File: config.mk
export PLATFORM = sky130hd
export DESIGN_NAME = go_back_n_sender_window_flat
export DESIGN_NICKNAME = d
export VERILOG_FILES = /design/src/rtl/gbn_pkg.sv /design/src/rtl/gbn_if.sv /design/src/rtl/gbn_ctrl.sv /design/src/rtl/gbn_datapath.sv /design/src/rtl/go_back_n_sender_window.sv /design/src/flat_wrapper.sv
export VERILOG_INCLUDE_DIRS = /design/src /design/src/rtl
export SDC_FILE = /design/constraint.sdc
export NUM_CORES = 1
export LEC_CHECK = 0
export ABC_AREA = 1
export BUFFER_PORTS_ARGS = -buffer_cell sky130_fd_sc_hd__buf_2
export CAP_MARGIN = 0
export CORE_ASPECT_RATIO = 0.9
export CORE_MARGIN = 3
export CORE_UTILIZATION = 45
export CTS_BUF_LIST = sky130_fd_sc_hd__clkbuf_16
export CTS_CLUSTER_DIAMETER = 100
export CTS_CLUSTER_SIZE = 40
export DETAILED_ROUTE_END_ITERATION = 7
export GPL_TIMING_DRIVEN = 0
export PLACE_DENSITY = 0.75
export SLEW_MARGIN = 5
export SYNTH_ARGS = -nofsm -noshare
export SYNTH_HDL_FRONTEND = slang
export SYNTH_SLANG_ARGS = --single-unit
File: constraint.sdc
create_clock -name clock -period 7.1 [get_ports clock]
set_input_delay 1.065 -clock clock [delete_from_list [all_inputs] [get_ports clock]]
set_output_delay 1.065 -clock clock [all_outputs]
set_load 0.03 [all_outputs]
File: src/rtl/go_back_n_sender_window_macros.svh
// assertion helpers used by gbn_datapath
`ifndef GO_BACK_N_SENDER_WINDOW_MACROS_SVH
`define GO_BACK_N_SENDER_WINDOW_MACROS_SVH

// same-cycle implication, disabled while reset is high
`define GBN_ASSERT_IMP(label, clk, rst, ante, cons, msg) \
   label: assert property (@(posedge clk) disable iff (rst) (ante) |-> (cons)) \
      else $error(msg);

// next-cycle implication, disabled while reset is high
`define GBN_ASSERT_NXT(label, clk, rst, ante, cons, msg) \
   label: assert property (@(posedge clk) disable iff (rst) (ante) |=> (cons)) \
      else $error(msg);

`endif

File: src/rtl/gbn_pkg.sv
// ----------------------------------------------------------------------------
// gbn_pkg
// Types and constants of the go-back-n sender window controller.
// ----------------------------------------------------------------------------
`default_nettype none

package gbn_pkg;

   localparam int SEQ_BITS_DEFAULT   = 16;
   localparam int WINDOW_MAX_DEFAULT = 7;

   localparam int MODE_W     = 2;
   localparam int ACK_W      = 16;
   localparam int KIND_W     = 3;
   localparam int SEQ_OUT_W  = 16;
   localparam int FLIGHT_W   = 3;
   localparam int TOTAL_W    = 32;
   localparam int WINDOW_W   = 3;
   localparam int TIMER_W    = 16;
   localparam int CSR_ADDR_W = 4;
   localparam int CSR_DATA_W = 16;

   localparam logic [WINDOW_W-1:0] WINDOW_RESET  = 3'd3;
   localparam logic [TIMER_W-1:0]  TIMEOUT_RESET = 16'd1000;

   // event codes
   localparam logic [MODE_W-1:0] MODE_SEND = 2'd0;
   localparam logic [MODE_W-1:0] MODE_ACK  = 2'd1;
   localparam logic [MODE_W-1:0] MODE_TICK = 2'd2;

   // result codes
   localparam logic [KIND_W-1:0] KIND_SENT    = 3'd0;
   localparam logic [KIND_W-1:0] KIND_REFUSED = 3'd1;
   localparam logic [KIND_W-1:0] KIND_ACK_OK  = 3'd2;
   localparam logic [KIND_W-1:0] KIND_ACK_IGN = 3'd3;
   localparam logic [KIND_W-1:0] KIND_RETX    = 3'd4;
   localparam logic [KIND_W-1:0] KIND_IDLE    = 3'd5;

   // register indexes
   localparam logic [CSR_ADDR_W-1:0] CSR_WINDOW_SIZE   = 4'd0;
   localparam logic [CSR_ADDR_W-1:0] CSR_TIMEOUT_TICKS = 4'd1;

   typedef enum logic [3:0] {
      CMD_NONE,
      CMD_SEND,
      CMD_REFUSE,
      CMD_ACK,
      CMD_ACK_IGN,
      CMD_TICK_CLEAR,
      CMD_TICK_COUNT,
      CMD_EXPIRE,
      CMD_RETX_STEP,
      CMD_IDLE
   } gbn_cmd_type;

   typedef struct packed {
      logic out_free;
      logic busy_zero;
      logic can_send;
      logic ack_match;
      logic expire;
      logic burst_one;
      logic step_last;
   } gbn_status_type;

endpackage

`default_nettype wire

File: src/rtl/gbn_if.sv
// ----------------------------------------------------------------------------
// gbn_if
// Valid/ready channels of the sender window: event, result and register write.
// ----------------------------------------------------------------------------
`default_nettype none

interface gbn_req_if import gbn_pkg::*; ();
   logic              valid;
   logic              ready;
   logic [MODE_W-1:0] mode;
   logic [ACK_W-1:0]  ack_number;

   modport source (output valid, mode, ack_number, input ready);
   modport sink   (input valid, mode, ack_number, output ready);
endinterface

interface gbn_rsp_if import gbn_pkg::*; ();
   logic                 valid;
   logic                 ready;
   logic [KIND_W-1:0]    kind;
   logic [SEQ_OUT_W-1:0] seq_number;
   logic [FLIGHT_W-1:0]  in_flight;
   logic [TOTAL_W-1:0]   retransmit_total;
   logic                 last;

   modport source (output valid, kind, seq_number, in_flight, retransmit_total, last,
                   input ready);
   modport sink   (input valid, kind, seq_number, in_flight, retransmit_total, last,
                   output ready);
endinterface

interface gbn_csr_if import gbn_pkg::*; ();
   logic                  valid;
   logic                  ready;
   logic [CSR_ADDR_W-1:0] index;
   logic [CSR_DATA_W-1:0] data;

   modport source (output valid, index, data, input ready);
   modport sink   (input valid, index, data, output ready);
endinterface

`default_nettype wire

File: src/rtl/gbn_ctrl.sv
// ----------------------------------------------------------------------------
// gbn_ctrl
// Event decoder and retransmit burst sequencer of the sender window.
// ----------------------------------------------------------------------------
`default_nettype none

module gbn_ctrl import gbn_pkg::*; (
   input  logic              clock,
   input  logic              reset,
   input  logic              req_valid,
   input  logic [MODE_W-1:0] req_mode,
   output logic              req_ready,
   input  gbn_status_type    status,
   output gbn_cmd_type       cmd
);

   typedef enum logic {
      ST_RUN,
      ST_RETX
   } state_type;

   state_type state_ff;
   state_type state_in;

   always_comb begin
      state_in  = state_ff;
      cmd       = CMD_NONE;
      req_ready = (state_ff == ST_RUN) && status.out_free;
      unique case (state_ff)
         ST_RUN: begin
            if (req_valid && req_ready) begin
               unique case (req_mode)
                  MODE_SEND: cmd = status.can_send ? CMD_SEND : CMD_REFUSE;
                  MODE_ACK:  cmd = status.ack_match ? CMD_ACK : CMD_ACK_IGN;
                  MODE_TICK: begin
                     priority if (status.busy_zero) begin
                        cmd = CMD_TICK_CLEAR;
                     end else if (status.expire) begin
                        cmd = CMD_EXPIRE;
                        // first beat is registered now, the rest follow one per cycle while the result register is free
                        if (!status.burst_one) begin
                           state_in = ST_RETX;
                        end
                     end else begin
                        cmd = CMD_TICK_COUNT;
                     end
                  end
                  default: cmd = CMD_IDLE;
               endcase
            end
         end
         ST_RETX: begin
            if (status.out_free) begin
               cmd = CMD_RETX_STEP;
               if (status.step_last) begin
                  state_in = ST_RUN;
               end
            end
         end
         default: state_in = ST_RUN;
      endcase
   end

   always_ff @(posedge clock) begin
      if (reset) begin
         state_ff <= ST_RUN;
      end else begin
         state_ff <= state_in;
      end
   end

endmodule

`default_nettype wire

File: src/rtl/gbn_datapath.sv
// ----------------------------------------------------------------------------
// gbn_datapath
// Sequence, timer and retransmit counters, config registers and result register.
// ----------------------------------------------------------------------------
`default_nettype none
`include "go_back_n_sender_window_macros.svh"

module gbn_datapath import gbn_pkg::*; #(
   parameter int SEQ_BITS   = SEQ_BITS_DEFAULT,
   parameter int WINDOW_MAX = WINDOW_MAX_DEFAULT
) (
   input  logic                  clock,
   input  logic                  reset,
   input  gbn_cmd_type           cmd,
   output gbn_status_type        status,
   input  logic [ACK_W-1:0]      req_ack_number,
   input  logic                  csr_valid,
   input  logic [CSR_ADDR_W-1:0] csr_index,
   input  logic [CSR_DATA_W-1:0] csr_data,
   input  logic                  rsp_ready,
   output logic                  rsp_valid,
   output logic [KIND_W-1:0]     rsp_kind,
   output logic [SEQ_OUT_W-1:0]  rsp_seq_number,
   output logic [FLIGHT_W-1:0]   rsp_in_flight,
   output logic [TOTAL_W-1:0]    rsp_retransmit_total,
   output logic                  rsp_last
);

   localparam int CNT_W  = $clog2(WINDOW_MAX + 1);
   localparam int STEP_W = CNT_W + 1;
   localparam int CMP_W  = (SEQ_BITS > ACK_W) ? SEQ_BITS : ACK_W;
   localparam int EFF_W  = (CNT_W > WINDOW_W) ? CNT_W : WINDOW_W;

   logic [SEQ_BITS-1:0]  next_seq_ff, next_seq_in;
   logic [SEQ_BITS-1:0]  oldest_ff, oldest_in;
   logic [TIMER_W-1:0]   elapsed_ff, elapsed_in;
   logic [TOTAL_W-1:0]   retx_count_ff, retx_count_in;
   logic [CNT_W-1:0]     retx_idx_ff, retx_idx_in;
   logic [WINDOW_W-1:0]  window_size_ff;
   logic [TIMER_W-1:0]   timeout_ff;

   logic                 rsp_valid_ff, rsp_valid_in;
   logic [KIND_W-1:0]    kind_ff, kind_in;
   logic [SEQ_OUT_W-1:0] seq_ff, seq_in;
   logic [FLIGHT_W-1:0]  flight_ff, flight_in;
   logic [TOTAL_W-1:0]   total_ff, total_in;
   logic                 last_ff, last_in;
   logic                 load;

   logic [SEQ_BITS-1:0]  busy_full;
   logic [CMP_W-1:0]     busy_cmp;
   logic [CNT_W-1:0]     busy_cnt;
   logic [FLIGHT_W-1:0]  busy_low;
   logic [EFF_W-1:0]     eff_window;
   logic [TIMER_W-1:0]   elapsed_inc;
   logic [TIMER_W-1:0]   limit;
   logic [SEQ_BITS-1:0]  step_seq;
   logic [CMP_W-1:0]     next_seq_wide;
   logic [CMP_W-1:0]     oldest_wide;
   logic [CMP_W-1:0]     step_seq_wide;

   always_comb begin
      busy_full   = next_seq_ff - oldest_ff;
      busy_cmp    = CMP_W'(busy_full);
      // outstanding count never exceeds the largest window
      busy_cnt    = busy_cmp[CNT_W-1:0];
      busy_low    = busy_full[FLIGHT_W-1:0];
      eff_window  = (EFF_W'(window_size_ff) > EFF_W'(WINDOW_MAX)) ?
                    EFF_W'(WINDOW_MAX) : EFF_W'(window_size_ff);
      elapsed_inc = elapsed_ff + TIMER_W'(1);
      limit       = (timeout_ff == '0) ? TIMER_W'(1) : timeout_ff;
      step_seq    = oldest_ff + SEQ_BITS'(retx_idx_ff) + SEQ_BITS'(1);
      next_seq_wide = CMP_W'(next_seq_ff);
      oldest_wide   = CMP_W'(oldest_ff);
      step_seq_wide = CMP_W'(step_seq);

      status.out_free  = !rsp_valid_ff || rsp_ready;
      status.busy_zero = (busy_full == '0);
      status.can_send  = busy_cmp < CMP_W'(eff_window);
      // ack numbers with bits above the sequence width never match
      status.ack_match = (busy_full != '0) && (CMP_W'(req_ack_number) == oldest_wide);
      status.expire    = elapsed_inc >= limit;
      status.burst_one = (busy_cnt == CNT_W'(1));
      status.step_last = (STEP_W'(retx_idx_ff) + STEP_W'(2)) == STEP_W'(busy_cnt);
   end

   always_comb begin
      next_seq_in   = next_seq_ff;
      oldest_in     = oldest_ff;
      elapsed_in    = elapsed_ff;
      retx_count_in = retx_count_ff;
      retx_idx_in   = retx_idx_ff;
      load          = 1'b1;
      kind_in       = KIND_IDLE;
      seq_in        = '0;
      flight_in     = busy_low;
      total_in      = retx_count_ff;
      last_in       = 1'b1;
      unique case (cmd)
         CMD_SEND: begin
            next_seq_in = next_seq_ff + SEQ_BITS'(1);
            if (status.busy_zero) begin
               elapsed_in = '0;
            end
            kind_in   = KIND_SENT;
            seq_in    = next_seq_wide[SEQ_OUT_W-1:0];
            flight_in = busy_low + FLIGHT_W'(1);
         end
         CMD_REFUSE:  kind_in = KIND_REFUSED;
         CMD_ACK: begin
            oldest_in  = oldest_ff + SEQ_BITS'(1);
            elapsed_in = '0;
            kind_in    = KIND_ACK_OK;
            seq_in     = req_ack_number;
            flight_in  = busy_low - FLIGHT_W'(1);
         end
         CMD_ACK_IGN: kind_in = KIND_ACK_IGN;
         CMD_TICK_CLEAR: begin
            elapsed_in = '0;
         end
         CMD_TICK_COUNT: begin
            elapsed_in = elapsed_inc;
         end
         CMD_EXPIRE: begin
            elapsed_in    = '0;
            retx_count_in = retx_count_ff + TOTAL_W'(1);
            retx_idx_in   = '0;
            kind_in       = KIND_RETX;
            seq_in        = oldest_wide[SEQ_OUT_W-1:0];
            total_in      = retx_count_ff + TOTAL_W'(1);
            last_in       = status.burst_one;
         end
         CMD_RETX_STEP: begin
            retx_count_in = retx_count_ff + TOTAL_W'(1);
            retx_idx_in   = retx_idx_ff + CNT_W'(1);
            kind_in       = KIND_RETX;
            seq_in        = step_seq_wide[SEQ_OUT_W-1:0];
            total_in      = retx_count_ff + TOTAL_W'(1);
            last_in       = status.step_last;
         end
         CMD_IDLE: kind_in = KIND_IDLE;
         default:  load = 1'b0;
      endcase
      rsp_valid_in = load ? 1'b1 : (rsp_ready ? 1'b0 : rsp_valid_ff);
   end

   always_ff @(posedge clock) begin
      if (reset) begin
         next_seq_ff    <= '0;
         oldest_ff      <= '0;
         elapsed_ff     <= '0;
         retx_count_ff  <= '0;
         retx_idx_ff    <= '0;
         rsp_valid_ff   <= 1'b0;
         window_size_ff <= WINDOW_RESET;
         timeout_ff     <= TIMEOUT_RESET;
      end else begin
         next_seq_ff   <= next_seq_in;
         oldest_ff     <= oldest_in;
         elapsed_ff    <= elapsed_in;
         retx_count_ff <= retx_count_in;
         retx_idx_ff   <= retx_idx_in;
         rsp_valid_ff  <= rsp_valid_in;
         if (csr_valid && (csr_index == CSR_WINDOW_SIZE)) begin
            window_size_ff <= csr_data[WINDOW_W-1:0];
         end
         if (csr_valid && (csr_index == CSR_TIMEOUT_TICKS)) begin
            timeout_ff <= csr_data[TIMER_W-1:0];
         end
      end
   end

   always_ff @(posedge clock) begin
      if (load) begin
         kind_ff   <= kind_in;
         seq_ff    <= seq_in;
         flight_ff <= flight_in;
         total_ff  <= total_in;
         last_ff   <= last_in;
      end
   end

   assign rsp_valid            = rsp_valid_ff;
   assign rsp_kind             = kind_ff;
   assign rsp_seq_number       = seq_ff;
   assign rsp_in_flight        = flight_ff;
   assign rsp_retransmit_total = total_ff;
   assign rsp_last             = last_ff;

   `GBN_ASSERT_IMP(a_window_bound, clock, reset, 1'b1, busy_cmp <= CMP_W'(WINDOW_MAX), "outstanding count above window")
   `GBN_ASSERT_IMP(a_step_in_range, clock, reset, cmd == CMD_RETX_STEP, (STEP_W'(retx_idx_ff) + STEP_W'(1)) < STEP_W'(busy_cnt), "retransmit step past outstanding range")
   `GBN_ASSERT_NXT(a_send_advances, clock, reset, cmd == CMD_SEND, next_seq_ff == $past(next_seq_ff) + SEQ_BITS'(1), "send did not advance sequence")
   `GBN_ASSERT_NXT(a_retx_counts, clock, reset, (cmd == CMD_EXPIRE) || (cmd == CMD_RETX_STEP), retx_count_ff == $past(retx_count_ff) + TOTAL_W'(1), "retransmit beat not counted")

endmodule

`default_nettype wire

File: src/rtl/go_back_n_sender_window.sv
// ----------------------------------------------------------------------------
// go_back_n_sender_window
// Sequence and timeout controller of a go-back-n sender.
// ----------------------------------------------------------------------------
// Each beat on req_ch is one event: send request, received ack or timer tick.
// Each event produces result beats on rsp_ch; the final one has last set.
// Sends, acks, ticks that do not expire and unused event codes give one beat,
// registered in the cycle after the event is taken; one event per cycle is
// taken while the result register drains.
// An expiring tick gives one retransmit beat per outstanding packet, oldest
// first, one per cycle while the receiver takes them: the burst sequencer
// holds req_ch.ready low after the tick until the last beat is loaded.
// When the receiver stalls, the result register holds its beat and ready on
// req_ch drops until the beat is taken.
// csr_ch writes window_size (index 0) and timeout_ticks (index 1); it is
// always ready and should be written only while the block is idle.
// Synchronous reset clears the counters and the result valid flag and restores
// window_size 3 and timeout_ticks 1000; no clearing pass is needed.
// ----------------------------------------------------------------------------
`default_nettype none

module go_back_n_sender_window import gbn_pkg::*; #(
   parameter int SEQ_BITS   = SEQ_BITS_DEFAULT,
   parameter int WINDOW_MAX = WINDOW_MAX_DEFAULT
) (
   input  logic      clock,
   input  logic      reset,
   gbn_req_if.sink   req_ch,
   gbn_rsp_if.source rsp_ch,
   gbn_csr_if.sink   csr_ch
);

   gbn_cmd_type    cmd;
   gbn_status_type status;

   assign csr_ch.ready = 1'b1;

   gbn_ctrl u_ctrl (
      .clock     (clock),
      .reset     (reset),
      .req_valid (req_ch.valid),
      .req_mode  (req_ch.mode),
      .req_ready (req_ch.ready),
      .status    (status),
      .cmd       (cmd)
   );

   gbn_datapath #(
      .SEQ_BITS   (SEQ_BITS),
      .WINDOW_MAX (WINDOW_MAX)
   ) u_datapath (
      .clock                (clock),
      .reset                (reset),
      .cmd                  (cmd),
      .status               (status),
      .req_ack_number       (req_ch.ack_number),
      .csr_valid            (csr_ch.valid),
      .csr_index            (csr_ch.index),
      .csr_data             (csr_ch.data),
      .rsp_ready            (rsp_ch.ready),
      .rsp_valid            (rsp_ch.valid),
      .rsp_kind             (rsp_ch.kind),
      .rsp_seq_number       (rsp_ch.seq_number),
      .rsp_in_flight        (rsp_ch.in_flight),
      .rsp_retransmit_total (rsp_ch.retransmit_total),
      .rsp_last             (rsp_ch.last)
   );

endmodule

`default_nettype wire
File: src/flat_wrapper.sv
// flat-port wrapper written by rule: the top's interface ports become plain ports
module go_back_n_sender_window_flat import gbn_pkg::*;
#(
   parameter int SEQ_BITS   = SEQ_BITS_DEFAULT,
   parameter int WINDOW_MAX = WINDOW_MAX_DEFAULT
)
  (clock, reset, req_ch_valid, req_ch_mode, req_ch_ack_number, req_ch_ready, rsp_ch_valid, rsp_ch_kind, rsp_ch_seq_number, rsp_ch_in_flight, rsp_ch_retransmit_total, rsp_ch_last, rsp_ch_ready, csr_ch_valid, csr_ch_index, csr_ch_data, csr_ch_ready);
  gbn_req_if req_ch_i ();
  gbn_rsp_if rsp_ch_i ();
  gbn_csr_if csr_ch_i ();
  input  logic clock;
  input  logic reset;
  input wire logic [$bits(req_ch_i.valid)-1:0] req_ch_valid;
  input wire logic [$bits(req_ch_i.mode)-1:0] req_ch_mode;
  input wire logic [$bits(req_ch_i.ack_number)-1:0] req_ch_ack_number;
  output wire logic [$bits(req_ch_i.ready)-1:0] req_ch_ready;
  output wire logic [$bits(rsp_ch_i.valid)-1:0] rsp_ch_valid;
  output wire logic [$bits(rsp_ch_i.kind)-1:0] rsp_ch_kind;
  output wire logic [$bits(rsp_ch_i.seq_number)-1:0] rsp_ch_seq_number;
  output wire logic [$bits(rsp_ch_i.in_flight)-1:0] rsp_ch_in_flight;
  output wire logic [$bits(rsp_ch_i.retransmit_total)-1:0] rsp_ch_retransmit_total;
  output wire logic [$bits(rsp_ch_i.last)-1:0] rsp_ch_last;
  input wire logic [$bits(rsp_ch_i.ready)-1:0] rsp_ch_ready;
  input wire logic [$bits(csr_ch_i.valid)-1:0] csr_ch_valid;
  input wire logic [$bits(csr_ch_i.index)-1:0] csr_ch_index;
  input wire logic [$bits(csr_ch_i.data)-1:0] csr_ch_data;
  output wire logic [$bits(csr_ch_i.ready)-1:0] csr_ch_ready;
  assign req_ch_i.valid = req_ch_valid;
  assign req_ch_i.mode = req_ch_mode;
  assign req_ch_i.ack_number = req_ch_ack_number;
  assign req_ch_ready = req_ch_i.ready;
  assign rsp_ch_valid = rsp_ch_i.valid;
  assign rsp_ch_kind = rsp_ch_i.kind;
  assign rsp_ch_seq_number = rsp_ch_i.seq_number;
  assign rsp_ch_in_flight = rsp_ch_i.in_flight;
  assign rsp_ch_retransmit_total = rsp_ch_i.retransmit_total;
  assign rsp_ch_last = rsp_ch_i.last;
  assign rsp_ch_i.ready = rsp_ch_ready;
  assign csr_ch_i.valid = csr_ch_valid;
  assign csr_ch_i.index = csr_ch_index;
  assign csr_ch_i.data = csr_ch_data;
  assign csr_ch_ready = csr_ch_i.ready;
  go_back_n_sender_window #(.SEQ_BITS(SEQ_BITS), .WINDOW_MAX(WINDOW_MAX)) u_core (.clock(clock), .reset(reset), .req_ch(req_ch_i), .rsp_ch(rsp_ch_i), .csr_ch(csr_ch_i));
endmodule
==> impl_metrics.xml <==
<?xml version="1.0" encoding="UTF-8"?>
<metrics>
  <group name="clock_tree">
    <metric name="cts_tree" unit="">built</metric>
    <metric name="clock_insertion_delay_worst_skew" unit="ns">0.43</metric>
    <metric name="path_clk_slew" unit="ns">0.06</metric>
    <metric name="cts_inserted_buffers" unit="">17</metric>
    <metric name="htreeDepth" unit="">4</metric>
    <metric name="post_cts.resized_instances" unit="">0</metric>
    <metric name="cts_max_path_buffers" unit="">2</metric>
    <metric name="post_cts_buffers" unit="">0</metric>
    <metric name="clkSinkCount" unit="">159</metric>
    <metric name="cts_root_buffer" unit="">sky130_fd_sc_hd__clkbuf_16</metric>
    <metric name="hold_buf_count_cts" unit="">0</metric>
  </group>
  <group name="place">
    <metric name="port-buffer-count" unit="">98</metric>
    <metric name="dpl.hpwl" unit="µm">22390</metric>
    <metric name="dp.cells" unit="">1814</metric>
    <metric name="place_congestion" unit="">0.9814</metric>
  </group>
  <group name="floorplanning">
    <metric name="chip_width" unit="µm">163.8</metric>
    <metric name="die_area" unit="mm²">0.02425</metric>
    <metric name="fp-row-count" unit="">51</metric>
    <metric name="die_y" unit="µm">148.0</metric>
    <metric name="io_pins" unit="">101</metric>
    <metric name="floorplan.initialDensity" unit="%">46.23</metric>
    <metric name="placeableCoreArea" unit="mm²">0.02182</metric>
  </group>
  <group name="sta">
    <metric name="finalCritPeriodShare" unit="%">62.30</metric>
    <metric name="setup_violations" unit="">0</metric>
    <metric name="slew-limit-headroom" unit="%">36.82</metric>
    <metric name="setup_repair_after_global_routing_missed_its_margin" unit="">false</metric>
    <metric name="final-max-slew-violation-count" unit="">0</metric>
    <metric name="min_period" unit="ns">4.423</metric>
    <metric name="clock_skew" unit="ns">0.01141</metric>
    <metric name="max_clock_freq" unit="GHz">0.2261</metric>
    <metric name="final-hold-violation-count" unit="">0</metric>
    <metric name="worst_slew_pin_tran" unit="ns">0.9477</metric>
    <metric name="final.setup.tns" unit="ns">0</metric>
  </group>
  <group name="grt">
    <metric name="initial_antenna_violation_count" unit="">0</metric>
    <metric name="grt_max_degree" unit="">17</metric>
    <metric name="gr-total-overflow" unit="">0</metric>
    <metric name="vias_in_the_first_global_route" unit="">9100</metric>
    <metric name="grt_use_total" unit="%">24.35</metric>
    <metric name="grt_first_pass_wirelength" unit="µm">46740</metric>
  </group>
  <group name="yosys">
    <metric name="yosysUniqueCellTypes" unit="">46</metric>
    <metric name="synth.cell_area" unit="mm²">0.01009</metric>
    <metric name="syn_area_per_cell" unit="µm²">7.100</metric>
    <metric name="yosys_warnings" unit="">0</metric>
    <metric name="post_synth_inst_count" unit="">1421</metric>
    <metric name="synthesis_stage_register_bit_count" unit="">159</metric>
    <metric name="synth.net_count" unit="">1511</metric>
    <metric name="async_reset_ff_share" unit="%">0</metric>
    <metric name="synth.yosys.seq_area_share" unit="%">37.01</metric>
    <metric name="synth-edff-count" unit="">55</metric>
    <metric name="synth_flop_cell" unit="">sky130_fd_sc_hd__dfxtp_1</metric>
  </group>
  <group name="critical_path">
    <metric name="timing.critical_path.to_type" unit="">register</metric>
    <metric name="critical_path_peak_fanout" unit="">10</metric>
    <metric name="timing.setup.critical_path_class" unit="">reg -&gt; reg</metric>
    <metric name="startpoint_type" unit="">register</metric>
    <metric name="worst-r2r-setup-slack" unit="ns">2.68</metric>
    <metric name="r2r_end" unit="">u_core.u_datapath.rsp_in_flight[2]</metric>
    <metric name="required" unit="ns">7.31</metric>
    <metric name="worst_r2r_src" unit="">u_core.u_datapath.elapsed_ff[0]</metric>
    <metric name="crit_arrival" unit="ns">4.63</metric>
    <metric name="r2r_cells" unit="">24</metric>
  </group>
  <group name="hold_path">
    <metric name="timing.hold.worst.start" unit="">u_core.u_datapath.window_size_ff[2]</metric>
    <metric name="min_path_cells" unit="">2</metric>
    <metric name="min_to" unit="">u_core.u_datapath.window_size_ff[2]</metric>
    <metric name="timing.hold.worst.class" unit="">reg -&gt; reg</metric>
  </group>
  <group name="drt">
    <metric name="drt_drc_violations_left" unit="">0</metric>
    <metric name="initialDrtViolationCount" unit="">939</metric>
    <metric name="finalWirelength" unit="µm">29150</metric>
    <metric name="route.vias.total" unit="">9816</metric>
    <metric name="wire_per_inst" unit="µm">15.79</metric>
    <metric name="routed_via_density" unit="">5.317</metric>
    <metric name="detail-route-antenna-nets" unit="">0</metric>
    <metric name="first_drt_pass_iteration_count" unit="">5</metric>
  </group>
  <group name="finish">
    <metric name="final-instance-count-excl-fill" unit="">1846</metric>
    <metric name="post_route_cells_drive_above_1_share" unit="%">13.05</metric>
    <metric name="area.sequential" unit="mm²">0.003734</metric>
    <metric name="antenna-diode-count" unit="">0</metric>
    <metric name="fill_cells" unit="">2175</metric>
    <metric name="area_growth_syn_to_fin" unit="%">14.60</metric>
    <metric name="postLayoutCoreUtil" unit="%">52.98</metric>
    <metric name="finalNetCount" unit="">1632</metric>
    <metric name="area_of_the_multi_input_gates" unit="mm²">0.005508</metric>
  </group>
  <group name="power">
    <metric name="power_per_cell_area" unit="mW/mm²">312.0</metric>
    <metric name="maximum_resistive_drop_on_vdd" unit="µV">164.9</metric>
    <metric name="power.static_leakage" unit="nW">5.301</metric>
  </group>
  <group name="status">
    <metric name="status" unit="">completed</metric>
  </group>
  <group name="flow_run">
    <metric name="maxCapViolations" unit="">0</metric>
  </group>
</metrics>
-- logic make-up (layout without fill, tap and decap cells) --
logic type	after synthesis	in the layout	synth area share (%)
buffers and inverters	211	345	8.396
AO/OA/AOI/OAI	175	175	9.562
XOR/XNOR	73	73	6.338
other	1	1	0.03717
AND/OR/NAND/NOR	755	755	32.68
flip-flops	159	159	37.01
adder cells (fa/ha/maj)	47	47	5.978
-- flip-flops by register name, indices dropped and copies added (netlist names) --
| name | cells |
|---|---|
| u_core.u_datapath.rsp_retransmit_total | 32 |
| u_core.u_datapath.window_size_ff | 3 |
| u_core.u_datapath.retx_idx_ff | 3 |
| u_core.u_ctrl.state_ff | 1 |
| u_core.u_datapath.rsp_valid | 1 |
| u_core.u_datapath.next_seq_ff | 16 |
| u_core.u_datapath.rsp_kind | 3 |
| u_core.u_datapath.timeout_ff | 16 |
| u_core.u_datapath.rsp_seq_number | 16 |
| u_core.u_datapath.elapsed_ff | 16 |
| u_core.u_datapath.rsp_last | 1 |
| u_core.u_datapath.oldest_ff | 16 |
| u_core.u_datapath.retx_count_ff | 32 |
| u_core.u_datapath.rsp_in_flight | 3 |
-- worst max-delay path by stage --
stage                     slack, ns                                    endpoint                             from
after floorplan                2.11          u_core.u_datapath.rsp_in_flight[0]  u_core.u_datapath.elapsed_ff[0]
after global placement         0.39  u_core.u_datapath.rsp_retransmit_total[19]  u_core.u_datapath.elapsed_ff[0]
after detailed placement       2.81        u_core.u_datapath.rsp_seq_number[14]  u_core.u_datapath.elapsed_ff[0]
after CTS                      2.75          u_core.u_datapath.rsp_in_flight[2]  u_core.u_datapath.elapsed_ff[0]
after global routing           2.34          u_core.u_datapath.rsp_in_flight[1]  u_core.u_datapath.elapsed_ff[0]
final                          2.68          u_core.u_datapath.rsp_in_flight[2]  u_core.u_datapath.elapsed_ff[0]
-- final cells by class --
type                            instances  share of cell area (%)
Sequential cell                       159                   32.29
Multi-Input combinational cell       1051                   47.64
Clock inverter                         13                  0.7143
Timing Repair Buffer                  102                   4.762
Inverter                              163                   5.303
Buffer                                 48                   2.024
Tap cell                              291                   3.149
Clock buffer                           19                   4.113
-- cells in the final DEF (no fill, tap or decap), types with 10 or more instances in the layout --
cell	n
sky130_fd_sc_hd__a21oi_1	104
sky130_fd_sc_hd__a21oi_2	11
sky130_fd_sc_hd__buf_2	117
sky130_fd_sc_hd__clkbuf_1	24
sky130_fd_sc_hd__clkbuf_16	19
sky130_fd_sc_hd__dfxtp_1	104
sky130_fd_sc_hd__edfxtp_1	55
sky130_fd_sc_hd__ha_1	45
sky130_fd_sc_hd__inv_1	159
sky130_fd_sc_hd__nand2_1	412
sky130_fd_sc_hd__nand2_4	10
sky130_fd_sc_hd__nand3_1	101
sky130_fd_sc_hd__nand4_1	32
sky130_fd_sc_hd__nor2_1	122
sky130_fd_sc_hd__nor3_1	33
sky130_fd_sc_hd__nor4_1	13
sky130_fd_sc_hd__o21ai_0	40
sky130_fd_sc_hd__xnor2_1	15
sky130_fd_sc_hd__xor2_1	58
-- critical path, cell delays in order, from the launching register on --
cell and delay (ns):
sky130_fd_sc_hd__dfxtp_1 0.44, sky130_fd_sc_hd__nand3_1 0.17, sky130_fd_sc_hd__nor2_1 0.21, sky130_fd_sc_hd__nand3_1 0.15
sky130_fd_sc_hd__nor2_1 0.22, sky130_fd_sc_hd__nand3_1 0.15, sky130_fd_sc_hd__nor3b_1 0.25, sky130_fd_sc_hd__xor2_1 0.28
sky130_fd_sc_hd__ha_1 0.30, sky130_fd_sc_hd__nand2_1 0.08, sky130_fd_sc_hd__inv_1 0.04, sky130_fd_sc_hd__nand3_1 0.08
sky130_fd_sc_hd__inv_1 0.05, sky130_fd_sc_hd__a21oi_1 0.14, sky130_fd_sc_hd__nand2_1 0.07, sky130_fd_sc_hd__a31oi_1 0.24
sky130_fd_sc_hd__nand2_1 0.08, sky130_fd_sc_hd__nand2_1 0.08, sky130_fd_sc_hd__nand2_2 0.08, sky130_fd_sc_hd__nand2_2 0.13
sky130_fd_sc_hd__nor2_4 0.05, sky130_fd_sc_hd__nand2_2 0.11, sky130_fd_sc_hd__buf_2 0.26, sky130_fd_sc_hd__nand2_1 0.20
sky130_fd_sc_hd__o21ai_0 0.36
-- Yosys cell counts (2+ instances only) --
cell type | count | area (µm²)
sky130_fd_sc_hd__inv_2 | 4 | 15.01
sky130_fd_sc_hd__and2_1 | 2 | 12.51
sky130_fd_sc_hd__xor2_1 | 58 | 508.0
sky130_fd_sc_hd__o21ai_0 | 40 | 200.2
sky130_fd_sc_hd__nor2_4 | 2 | 22.52
sky130_fd_sc_hd__nand4_1 | 32 | 200.2
sky130_fd_sc_hd__dfxtp_1 | 104 | 2082
sky130_fd_sc_hd__clkbuf_1 | 24 | 90.09
sky130_fd_sc_hd__nor4b_1 | 2 | 17.52
sky130_fd_sc_hd__nor4_1 | 13 | 81.33
sky130_fd_sc_hd__nor3_1 | 33 | 165.2
sky130_fd_sc_hd__inv_1 | 156 | 585.6
sky130_fd_sc_hd__o211ai_1 | 8 | 60.06
sky130_fd_sc_hd__xnor2_1 | 15 | 131.4
sky130_fd_sc_hd__edfxtp_1 | 55 | 1652
sky130_fd_sc_hd__nor2_2 | 2 | 12.51
sky130_fd_sc_hd__o21ai_1 | 2 | 10.01
sky130_fd_sc_hd__a31oi_1 | 3 | 18.77
sky130_fd_sc_hd__nand2_4 | 10 | 112.6
sky130_fd_sc_hd__a21oi_1 | 104 | 520.5
sky130_fd_sc_hd__a21oi_2 | 11 | 96.34
sky130_fd_sc_hd__buf_2 | 19 | 95.09
sky130_fd_sc_hd__ha_1 | 45 | 563.0
sky130_fd_sc_hd__nand3b_1 | 3 | 22.52
sky130_fd_sc_hd__fa_1 | 2 | 40.04
sky130_fd_sc_hd__nand3_1 | 101 | 505.5
sky130_fd_sc_hd__clkinv_1 | 2 | 7.510
sky130_fd_sc_hd__nand2_1 | 412 | 1546
sky130_fd_sc_hd__o2111ai_1 | 3 | 26.28
sky130_fd_sc_hd__nand2_2 | 9 | 56.30
sky130_fd_sc_hd__buf_6 | 2 | 22.52
sky130_fd_sc_hd__or2_2 | 8 | 50.05
sky130_fd_sc_hd__nor2_1 | 122 | 457.9
-- power breakdown --
group	leakage, nW	switching, mW	internal (mW)
clock network	0.289	0.391	0.488
registers	1.41	0.0765	1.19
logic	3.61	1.04	0.419
-- layer usage --
metal / vias up / wire length, µm / track usage (%)
met3: 59 / 2471 / 5.268
met2: 416 / 12520 / 36.72
met4: 0 / 751 / 7.992
met1: 4471 / 13400 / 34.72
li1: 4870 / - / -
met5: - / 0 / 0
-- stage by stage --
stage / cell area (µm²) / setup WS [ns] / hold slack [ns] / total power [mW]
2_1_floorplan: 10090 / 2.109 / 0.4341 / 2.299
3_3_place_gp: 10940 / 0.3934 / 0.4534 / 2.682
3_5_place_dp: 11000 / 2.808 / 0.4599 / 2.736
4_1_cts: 11560 / 2.751 / 0.4706 / 3.617
5_1_grt: 11560 / 2.337 / 0.4820 / 3.804
6_report: 11560 / 2.677 / 0.4720 / 3.607
(Power assumes the default switching activity.)
